File: src/hdl/gpio_pad_direction_control_assert.svh
// Assertion macros for the pad direction control block.
// Needs clk_i and rst_ni in the scope that uses them.
`ifndef GPIO_PAD_DIRECTION_CONTROL_ASSERT_SVH
`define GPIO_PAD_DIRECTION_CONTROL_ASSERT_SVH

// Same-cycle implication.
`define GPDC_ASSERT_IMP(lbl, ante, cons) \
  lbl: assert property (@(posedge clk_i) disable iff (!rst_ni) (ante) |-> (cons)) \
    else $error("%m: check failed");

// Next-cycle implication.
`define GPDC_ASSERT_NXT(lbl, ante, cons) \
  lbl: assert property (@(posedge clk_i) disable iff (!rst_ni) (ante) |=> (cons)) \
    else $error("%m: check failed");

`endif

File: src/hdl/gpdc_pkg.sv
// Shared types and constants of the pad direction control block.
// No dependencies.
`timescale 1ns / 1ps

package gpdc_pkg;

  localparam int NumPortsDef = 4;
  localparam int PortW       = 2;
  localparam int BitW        = 3;
  localparam int ByteW       = 8;
  localparam int PinW        = PortW + BitW;

  localparam logic [ByteW-1:0] LatchReset = 8'hFF;
  localparam logic [ByteW-1:0] AnalogOn   = 8'h01;

  typedef enum logic [2:0] {
    OP_DIR    = 3'd0,
    OP_OD     = 3'd1,
    OP_PULLUP = 3'd2,
    OP_LATCH  = 3'd3,
    OP_ANALOG = 3'd4,
    OP_QUERY  = 3'd5
  } op_e;

  typedef enum logic [1:0] {
    ACT_LOW     = 2'd0,
    ACT_HIGH    = 2'd1,
    ACT_RELEASE = 2'd2,
    ACT_QUERY   = 2'd3
  } action_e;

  typedef enum logic [1:0] {
    ST_IDLE  = 2'd0,
    ST_QUERY = 2'd1,
    ST_SCAN  = 2'd2
  } state_e;

  typedef struct packed {
    logic accept;
    logic load_query;
    logic load_pad;
    logic advance;
  } ctrl_cmd_t;

  typedef struct packed {
    logic start_query;
    logic start_scan;
    logic emit_now;
    logic cnt_last;
    logic out_free;
  } ctrl_sts_t;

endpackage

File: src/hdl/gpdc_ctrl.sv
// Sequencer of the pad direction control block.
// Depends on gpdc_pkg; drives commands into gpdc_dp.
`timescale 1ns / 1ps

module gpdc_ctrl
  import gpdc_pkg::*;
(
  input  logic      clk_i,
  input  logic      rst_ni,
  input  logic      in_valid_i,
  output logic      in_stall_o,
  input  ctrl_sts_t sts_i,
  output ctrl_cmd_t cmd_o
);

  state_e state_q, state_d;

  always_ff @(posedge clk_i or negedge rst_ni) begin
    if (!rst_ni) begin
      state_q <= ST_IDLE;
    end else begin
      state_q <= state_d;
    end
  end

  always_comb begin
    state_d    = state_q;
    cmd_o      = '0;
    in_stall_o = 1'b1;
    unique case (state_q)
      ST_IDLE: begin
        in_stall_o   = 1'b0;
        cmd_o.accept = in_valid_i;
        if (in_valid_i) begin
          if (sts_i.start_query) begin
            state_d = ST_QUERY;
          end else if (sts_i.start_scan) begin
            state_d = ST_SCAN;
          end
        end
      end
      ST_QUERY: begin
        if (sts_i.out_free) begin
          cmd_o.load_query = 1'b1;
          state_d          = ST_IDLE;
        end
      end
      ST_SCAN: begin
        // skip silent bits, hold an emitting bit until the output frees up
        if (!sts_i.emit_now) begin
          cmd_o.advance = 1'b1;
        end else if (sts_i.out_free) begin
          cmd_o.load_pad = 1'b1;
          cmd_o.advance  = 1'b1;
        end
        if (cmd_o.advance && sts_i.cnt_last) begin
          state_d = ST_IDLE;
        end
      end
      default: begin
        state_d = ST_IDLE;
      end
    endcase
  end

endmodule

File: src/hdl/gpdc_dp.sv
// Port registers, item latch, bit scan counter and output register.
// Depends on gpdc_pkg; controlled by gpdc_ctrl.
`timescale 1ns / 1ps

module gpdc_dp
  import gpdc_pkg::*;
#(
  parameter int NUM_PORTS = NumPortsDef
) (
  input  logic             clk_i,
  input  logic             rst_ni,
  input  logic [2:0]       in_operation_i,
  input  logic [PortW-1:0] in_port_i,
  input  logic [BitW-1:0]  in_pin_bit_i,
  input  logic [ByteW-1:0] in_value_i,
  output logic             out_valid_o,
  input  logic             out_stall_i,
  output logic [PinW-1:0]  out_pin_o,
  output logic [1:0]       out_action_o,
  output logic             out_drive_en_o,
  output logic             out_analog_sel_o,
  output logic             out_pullup_high_o,
  output logic             out_last_o,
  input  ctrl_cmd_t        cmd_i,
  output ctrl_sts_t        sts_o
);

  localparam int PortIdxW = (NUM_PORTS > 1) ? $clog2(NUM_PORTS) : 1;

  logic [ByteW-1:0] dir_q    [NUM_PORTS];
  logic [ByteW-1:0] od_q     [NUM_PORTS];
  logic [ByteW-1:0] pu_q     [NUM_PORTS];
  logic [ByteW-1:0] latch_q  [NUM_PORTS];
  logic [ByteW-1:0] analog_q [NUM_PORTS];

  logic [PortIdxW+PortW-1:0] port_ext;
  logic [PortIdxW-1:0]       idx;
  logic                      port_ok;
  op_e                       op;
  logic [ByteW-1:0]          chg;

  logic [PortW-1:0]    port_q;
  logic [PortIdxW-1:0] idx_q;
  logic                port_ok_q;
  logic [BitW-1:0]     bit_q;
  logic [ByteW-1:0]    val_q;
  logic [ByteW-1:0]    chg_q;
  logic [BitW-1:0]     cnt_q;

  logic [ByteW-1:0] emit_mask;
  logic [ByteW-1:0] later;
  action_e          pad_act;
  logic             q_dir, q_md, q_an, q_pu;

  logic             out_valid_q;
  logic [PinW-1:0]  out_pin_q;
  action_e          out_action_q;
  logic             out_md_q, out_an_q, out_pu_q, out_last_q;

  assign port_ext = {{PortIdxW{1'b0}}, in_port_i};
  assign idx      = port_ext[PortIdxW-1:0];
  assign port_ok  = (32'(in_port_i) < NUM_PORTS);
  assign op       = op_e'(in_operation_i);
  assign chg      = dir_q[idx] ^ in_value_i;

  assign sts_o.start_query = (op == OP_QUERY);
  assign sts_o.start_scan  = (op == OP_DIR) && port_ok && (chg != '0);

  always_ff @(posedge clk_i or negedge rst_ni) begin
    if (!rst_ni) begin
      for (int p = 0; p < NUM_PORTS; p++) begin
        dir_q[p]    <= '0;
        od_q[p]     <= '0;
        pu_q[p]     <= '0;
        latch_q[p]  <= LatchReset;
        analog_q[p] <= '0;
      end
    end else if (cmd_i.accept && port_ok) begin
      for (int p = 0; p < NUM_PORTS; p++) begin
        if (idx == PortIdxW'(p)) begin
          unique case (op)
            OP_DIR:    dir_q[p]   <= in_value_i;
            OP_OD:     od_q[p]    <= in_value_i;
            OP_PULLUP: pu_q[p]    <= in_value_i;
            OP_LATCH:  latch_q[p] <= in_value_i;
            OP_ANALOG: analog_q[p][in_pin_bit_i] <= (in_value_i == AnalogOn);
            default: begin
            end
          endcase
        end
      end
    end
  end

  always_ff @(posedge clk_i) begin
    if (cmd_i.accept) begin
      port_q    <= in_port_i;
      idx_q     <= idx;
      port_ok_q <= port_ok;
      bit_q     <= in_pin_bit_i;
      val_q     <= in_value_i;
      chg_q     <= chg;
    end
  end

  always_ff @(posedge clk_i or negedge rst_ni) begin
    if (!rst_ni) begin
      cnt_q <= '0;
    end else if (cmd_i.accept) begin
      cnt_q <= '0;
    end else if (cmd_i.advance) begin
      cnt_q <= cnt_q + 1'b1;
    end
  end

  // analog pins switched to output stay silent
  assign emit_mask      = chg_q & ~(val_q & analog_q[idx_q]);
  assign later          = emit_mask >> cnt_q;
  assign sts_o.emit_now = emit_mask[cnt_q];
  assign sts_o.cnt_last = &cnt_q;
  assign sts_o.out_free = !out_valid_q || !out_stall_i;

  always_comb begin
    if (!val_q[cnt_q]) begin
      pad_act = ACT_RELEASE;
    end else if (!latch_q[idx_q][cnt_q]) begin
      pad_act = ACT_LOW;
    end else if (od_q[idx_q][cnt_q]) begin
      pad_act = ACT_RELEASE;
    end else begin
      pad_act = ACT_HIGH;
    end
  end

  assign q_dir = dir_q[idx_q][bit_q];
  assign q_md  = !port_ok_q || (q_dir && !(od_q[idx_q][bit_q] && val_q[0]));
  assign q_an  = port_ok_q && analog_q[idx_q][bit_q];
  assign q_pu  = port_ok_q && !q_dir && pu_q[idx_q][bit_q];

  always_ff @(posedge clk_i or negedge rst_ni) begin
    if (!rst_ni) begin
      out_valid_q <= 1'b0;
    end else if (cmd_i.load_query || cmd_i.load_pad) begin
      out_valid_q <= 1'b1;
    end else if (!out_stall_i) begin
      out_valid_q <= 1'b0;
    end
  end

  always_ff @(posedge clk_i) begin
    if (cmd_i.load_query) begin
      out_pin_q    <= {port_q, bit_q};
      out_action_q <= ACT_QUERY;
      out_md_q     <= q_md;
      out_an_q     <= q_an;
      out_pu_q     <= q_pu;
      out_last_q   <= 1'b1;
    end else if (cmd_i.load_pad) begin
      out_pin_q    <= {port_q, cnt_q};
      out_action_q <= pad_act;
      out_md_q     <= 1'b0;
      out_an_q     <= 1'b0;
      out_pu_q     <= 1'b0;
      out_last_q   <= (later[ByteW-1:1] == '0);
    end
  end

  assign out_valid_o       = out_valid_q;
  assign out_pin_o         = out_pin_q;
  assign out_action_o      = out_action_q;
  assign out_drive_en_o    = out_md_q;
  assign out_analog_sel_o  = out_an_q;
  assign out_pullup_high_o = out_pu_q;
  assign out_last_o        = out_last_q;

endmodule

File: src/hdl/gpio_pad_direction_control.sv
// Register writes are registered at acceptance; a query answer goes via the ST_QUERY state to the
// output register, input reopens once it is loaded; a pin-flipping direction write scans 8 pins.
// Throughput is set by the bit scan counter: one pin action per cycle at most, plus output stalls.
// Reset (rst_ni low, asynchronous): all pins input, open-drain and pull-up off, latches all
// ones, all pins digital, output empty.
// Top level; depends on gpdc_pkg, gpdc_ctrl and gpdc_dp.
`timescale 1ns / 1ps
`include "gpio_pad_direction_control_assert.svh"

module gpio_pad_direction_control
  import gpdc_pkg::*;
#(
  parameter int NUM_PORTS = NumPortsDef
) (
  input  logic             clk_i,
  input  logic             rst_ni,
  input  logic             in_valid_i,
  output logic             in_stall_o,
  input  logic [2:0]       in_operation_i,
  input  logic [PortW-1:0] in_port_i,
  input  logic [BitW-1:0]  in_pin_bit_i,
  input  logic [ByteW-1:0] in_value_i,
  output logic             out_valid_o,
  input  logic             out_stall_i,
  output logic [PinW-1:0]  out_pin_o,
  output logic [1:0]       out_action_o,
  output logic             out_drive_en_o,
  output logic             out_analog_sel_o,
  output logic             out_pullup_high_o,
  output logic             out_last_o
);

  ctrl_cmd_t cmd;
  ctrl_sts_t sts;

  gpdc_ctrl u_ctrl (
    .clk_i      (clk_i),
    .rst_ni     (rst_ni),
    .in_valid_i (in_valid_i),
    .in_stall_o (in_stall_o),
    .sts_i      (sts),
    .cmd_o      (cmd)
  );

  gpdc_dp #(
    .NUM_PORTS (NUM_PORTS)
  ) u_dp (
    .clk_i             (clk_i),
    .rst_ni            (rst_ni),
    .in_operation_i    (in_operation_i),
    .in_port_i         (in_port_i),
    .in_pin_bit_i      (in_pin_bit_i),
    .in_value_i        (in_value_i),
    .out_valid_o       (out_valid_o),
    .out_stall_i       (out_stall_i),
    .out_pin_o         (out_pin_o),
    .out_action_o      (out_action_o),
    .out_drive_en_o    (out_drive_en_o),
    .out_analog_sel_o  (out_analog_sel_o),
    .out_pullup_high_o (out_pullup_high_o),
    .out_last_o        (out_last_o),
    .cmd_i             (cmd),
    .sts_o             (sts)
  );

  `GPDC_ASSERT_IMP(a_no_load_idle, !in_stall_o, !(cmd.load_pad || cmd.load_query))
  `GPDC_ASSERT_IMP(a_pad_emits, cmd.load_pad, sts.emit_now && sts.out_free)
  `GPDC_ASSERT_IMP(a_query_last, out_valid_o && (out_action_o == ACT_QUERY), out_last_o)
  `GPDC_ASSERT_NXT(a_load_shows, cmd.load_pad || cmd.load_query, out_valid_o)

endmodule

File: config.mk
export PLATFORM = sky130hd
export DESIGN_NAME = gpio_pad_direction_control
export DESIGN_NICKNAME = d
export VERILOG_FILES = /design/src/hdl/gpdc_pkg.sv /design/src/hdl/gpdc_ctrl.sv /design/src/hdl/gpdc_dp.sv /design/src/hdl/gpio_pad_direction_control.sv
export VERILOG_INCLUDE_DIRS = /design/src /design/src/hdl
export SDC_FILE = /design/constraint.sdc
export NUM_CORES = 1
export LEC_CHECK = 0
export ABC_AREA = 0
export ABC_CLOCK_PERIOD_IN_PS = 4250
export BUFFER_PORTS_ARGS = -buffer_cell sky130_fd_sc_hd__buf_2
export CORE_AREA = 3 3 172 107
export CTS_CLUSTER_DIAMETER = 80
export DETAILED_ROUTE_END_ITERATION = 16
export DIE_AREA = 0 0 175 110
export MAX_ROUTING_LAYER = met4
export PLACE_DENSITY_LB_ADDON = 0.1
export SYNTH_ARGS = -nofsm -noshare
export SYNTH_HDL_FRONTEND = slang
export SYNTH_HIERARCHICAL = 1
export SYNTH_SLANG_ARGS = --single-unit
File: constraint.sdc
create_clock -name clk_i -period 4.25 [get_ports clk_i]
set_input_delay 0 -clock clk_i [delete_from_list [all_inputs] [get_ports clk_i]]
set_output_delay 0 -clock clk_i [all_outputs]
set_load 0.01 [all_outputs]
# [After elaboration in Yosys (flattened, before gate mapping)]
# Cells that the tools add are included.
[word_totals] register_bits=198 in_bits=20
[op_classes] add_sub_neg=1 n_lt_le_gt_ge=6 n_eq_ne=16 shift=1 muxes=68 n_bitwise=6 n_reduce_logical=41
[op_table] operator="8-bit binary-select mux with 2-bit select" n=6
[op_table] operator="8-bit two-way mux" n=12
[op_table] operator="3-bit AND reduction" n=21
[op_table] operator="8-bit bitwise mux" n=4
[op_table] operator="1-bit binary-select mux with 3-bit select" n=8
[op_table] operator="1-bit two-way mux" n=22
[op_table] operator="2-bit two-way mux" n=10
[op_table] operator="8-bit AND" n=2
[op_table] operator="3-bit by 4-bit < comparator with 1-bit output (second input constant)" n=3
[op_table] operator="5-bit two-way mux" n=2
[op_table] operator="8-bit by 1-bit equality test with 1-bit output (second input constant)" n=1
[op_table] operator="8-bit inverter" n=1
[op_table] operator="8-bit nonzero test" n=1
[op_table] operator="8-bit by 3-bit right shift with 8-bit output" n=1
[op_table] operator="8-bit bitwise XOR" n=1
[op_table] operator="7-bit logical NOT" n=1
[op_table] operator="2-bit equality test (second input constant)" n=3
[op_table] operator="3-bit by 2-bit equality test with 1-bit output (second input constant)" n=2
[op_table] operator="3-bit equality test (second input constant)" n=2
[op_table] operator="3-bit >= comparator (second input constant)" n=2
[op_table] operator="1-bit logical AND" n=6
[op_table] operator="3-bit two-way mux" n=2
[op_table] operator="2-bit inverter with 3-bit output" n=2
[op_table] operator="2-bit case mux with 3 select lines" n=1
[op_table] operator="other kinds (14)" n=23

# [Depth between registers and ports, before layout]
[depth] word_depth=14 mapped_depth=12 mapped_depth_nobuf=9

# [Modules after synthesis]
# The synthesis kept the hierarchy.
[modules_own_cells] module="gpdc_dp" n_inst=1 cells_each=639 area_per_inst_um2=9466.6 seq_area_each_um2=5074.9
[modules_own_cells] module="gpdc_ctrl" n_inst=1 cells_each=17 area_per_inst_um2=145.1 seq_area_each_um2=50.0

# [Worst setup path before layout]
# Ideal clock, no wire load.
[synth_timing] path_kind="register to register" from="reg u_ctrl.state_q[1]" to="reg u_dp/dir_q[10] (netlist name)" arrival_time_ps=2727 slack_ps=1399 path_stages_with_launch=8 n_path_buf=1 cell_sequence="dfrtp_1 or2_4 nor2_2 clkbuf_1 nand2_1 or2_2 nor2_1 mux2_2"
[synth_lines] item="start: declaration" line="gpdc_ctrl.sv:16" text="state_e state_q, state_d;"
[synth_lines] item="start signal: assignment" line="gpdc_ctrl.sv:22" text="state_q <= state_d;"
[synth_lines] item="end signal: indexed assignment" line="gpdc_dp.sv:82" text="OP_DIR: dir_q[p] <= in_value_i;"
[synth_lines] item="end: declaration" line="gpdc_dp.sv:30" text="logic [ByteW-1:0] dir_q [NUM_PORTS];"

==> impl_metrics.json <==
{
  "grt_usage": 0.257,
  "cp-startpoint": "u_dp/idx_q[0]",
  "hp-class": "in -> reg",
  "post-route-drc-count": 0,
  "synth.largest_area_cell": "dfrtp_1",
  "regToRegStartpoint": "u_dp/idx_q[0]",
  "dr_wl_met3_mm": 1.51,
  "fin_crit_ns": 3.17,
  "cp-start-kind": "register",
  "clk_pin_slew_ns": 0.07,
  "die_height_um": 110,
  "yosysTopAreaCellShare": 0.349,
  "gp_congestion": 1.02,
  "syn_avg_cell_area_sq_um": 14.7,
  "grt_pass1_wl_mm": 35.4,
  "ys.flop_type": "dfrtp_1",
  "num_vias": 5736,
  "ys_types": 55,
  "diodes": 0,
  "intPower_mw": 3.94,
  "postSynthCellCount": 656,
  "met2RoutedLength_mm": 9.93,
  "top_layer_used": "met4",
  "synth_area_sq_um": 9610,
  "status": "finished clean",
  "synthTopCellsByCount": "mux2_2 (151), dfrtp_1 (134), mux4_2 (58)",
  "fin_nets": 699,
  "die_w_um": 175,
  "core-area_sq_um": 16900,
  "p_comb_frac": 0.243,
  "placed_cell_area_sq_um": 9920,
  "path_common_cell": "nand2_1",
  "yosys-top-cells-area": "dfrtp_1 (35%), mux2_2 (18%), mux4_2 (14%)",
  "async_flop_share": 0.838,
  "max_freq_mhz": 315,
  "cp.required_ns": 4.35,
  "period_share": 0.746,
  "io_pins": 33,
  "synth.net_count": 678,
  "maxSlewViolCount": 0,
  "whs_ns": 0.0214,
  "first_pass_iters": 5,
  "finalWirelength_mm": 22.5,
  "dieArea_sq_um": 19300,
  "cts_buffer_depth": 2,
  "worst_path_max_delay_cell": "edfxtp_1",
  "p_switching_mw": 1.67,
  "slew_headroom": 0.334,
  "numCtsBuffers": 17,
  "ys_ff_latch": 198,
  "clk_latency_ns": 0.44,
  "cts_root_buffer": "clkbuf_16",
  "pre_cts_slack_ns": 1.10,
  "end_kind": "register",
  "globalRouteOverflowTotal": 0,
  "hold_viol_final": 0,
  "wire_per_inst_um": 24.4,
  "fin_area_sq_um": 10500,
  "ant_nets": 0,
  "clock-sinks": 198,
  "seqPwrFrac": 0.492,
  "ys_seq_area_frac": 0.533,
  "post-cts-setup-buffer-count": 0,
  "rsz0062_at_grt": "no",
  "ir_drop_mv": 0.243,
  "syn_to_final_growth_pct": 9.54,
  "setup_viol": 0,
  "cpPeakStageDelay_ns": 0.73,
  "grt_pass1_vias": 5975,
  "worst_slew_pin_slew_ns": 0.998,
  "fin_setup_tns_ns": 0,
  "worstSetupPathType": "reg -> reg",
  "synth_edf_count": 29,
  "swShare": 0.297,
  "grt_max_degree": 76,
  "nFillCells": 1293,
  "numPortBuffers": 32,
  "clkPwrFrac": 0.266,
  "wl_met1_mm": 10.7,
  "cp_num_buf_inv": 1,
  "setup_slack_ns": 1.08,
  "hp-start": "in_value_i[6]",
  "post_drt_via_cell_ratio": 6.21,
  "skew_ns": 0.0101,
  "power_density_nw_per_um2": 533,
  "dpl.hpwl_mm": 15.2,
  "htreeDepth": 4,
  "path_max_fanout": 10,
  "yosysWarnings": 6,
  "cp_top_family": "compound AO/OA/AOI/OAI gates",
  "drtIter0Drc": 536,
  "crit_chain": "mux4_2 > a21boi_1 > nand2_1 > a311oi_1 > a21o_1 > and4_1 > inv_1 > nand2_1",
  "drive_gt1_frac": 0.457,
  "final_util": 0.621,
  "initial_utilization": 0.567,
  "antenna_found_initial": 0,
  "rows": 37,
  "worstPathArrival_ns": 3.27,
  "maxCapViolCount": 0,
  "synth_most_common_cell": "mux2_2",
  "cts_tree": "yes",
  "leakage_nw": 4.50
}
## metrics by stage
step | std cells | power, mW
after floorplan | 656 | 3.69
after global placement | 885 | 4.06
after detailed placement | 885 | 4.14
after CTS | 924 | 5.63
after global routing | 924 | 5.89
final | 924 | 5.61
## worst register-to-register path, cell delays in order (launching register included)
cell      delay [ns]
edfxtp_1        0.73
mux4_2          0.60
a21boi_1        0.29
nand2_1         0.10
a311oi_1        0.32
a21o_1          0.14
and4_1          0.25
inv_1           0.13
nand2_1         0.29
## final timing paths
path	endpoint	slack (ns)	cells past startpoint
max	u_dp/out_pin_o[0]	1.08	8
min	u_dp/val_q[6]	0.02	1
max reg2reg	u_dp/out_pin_o[0]	1.08	8
min reg2reg	u_dp/analog_q[24]	0.50	1
max in group asynchronous	u_dp/dir_q[24]	2.99	3
min in group asynchronous	u_dp/out_valid_o	0.16	2
## repair_timing
item / 4_1_cts / 5_1_grt
hold endpoints to repair: 79 / 0
gates resized for setup: 0 / 0
hold buffers: 7 / 0
setup endpoints to repair: 0 / 0
## layout make-up
class | count | area (sq um) | share of cell area
sequential | 198 | 5120 | 0.487
inverter | 5 | 18.8 | 0.00178
clock inverter | 11 | 73.8 | 0.00701
multi-input combinational | 409 | 4270 | 0.405
tap | 234 | 293 | 0.0278
timing repair buffer | 46 | 289 | 0.0275
clock buffer | 21 | 462 | 0.0439
## power by group through the flow
stage | combinational [mW] | sequential (mW) | clock [mW]
after global routing | 1.48 | 2.81 | 1.60
after global placement | 1.30 | 2.75 | 0
after detailed placement | 1.35 | 2.78 | 0
final | 1.36 | 2.76 | 1.49
after floorplan | 1.08 | 2.61 | 0
after CTS | 1.36 | 2.75 | 1.52
## sequential cells by signal (all words and copies together), names as in the netlist, 3 cells and up
name,cells
u_dp/analog_q,32
u_dp/bit_q,3
u_dp/out_pin_o,5
u_dp/cnt_q,3
u_dp/val_q,8
u_dp/pu_q,32
u_dp/chg_q,8
u_dp/dir_q,32
u_dp/od_q,32
u_dp/latch_q,32
## layer usage
metal  vias to the layer above  track usage
met5                         -            -
met4                         0       0.0694
met3                        29       0.0702
met2                       157        0.368
met1                      3056        0.366
li1                       2494            -
## cells in the final DEF (no fill, tap or decap), types with 8 or more instances in the layout
cell,instances
a21oi_1,10
nor2_1,38
buf_2,31
nand2_1,42
xor2_1,8
mux2_2,151
clkbuf_16,18
mux2i_1,9
edfxtp_1,29
mux2_1,14
dfrtp_1,134
mux4_2,58
dfstp_2,32
## kinds of logic (layout without fill, tap and decap cells)
logic type | Yosys count | after routing | share of synthesized area
xor gates and xnor gates | 9 | 9 | 0.00820
AOI/OAI and AO/OA | 36 | 36 | 0.0262
DFF | 198 | 198 | 0.533
muxes | 233 | 233 | 0.341
adders and majority gates | 2 | 2 | 0.00260
buffers and inverters | 49 | 83 | 0.0228
and+or+nand+nor | 129 | 129 | 0.0661
Note: power is estimated with default switching activity, not from simulation.
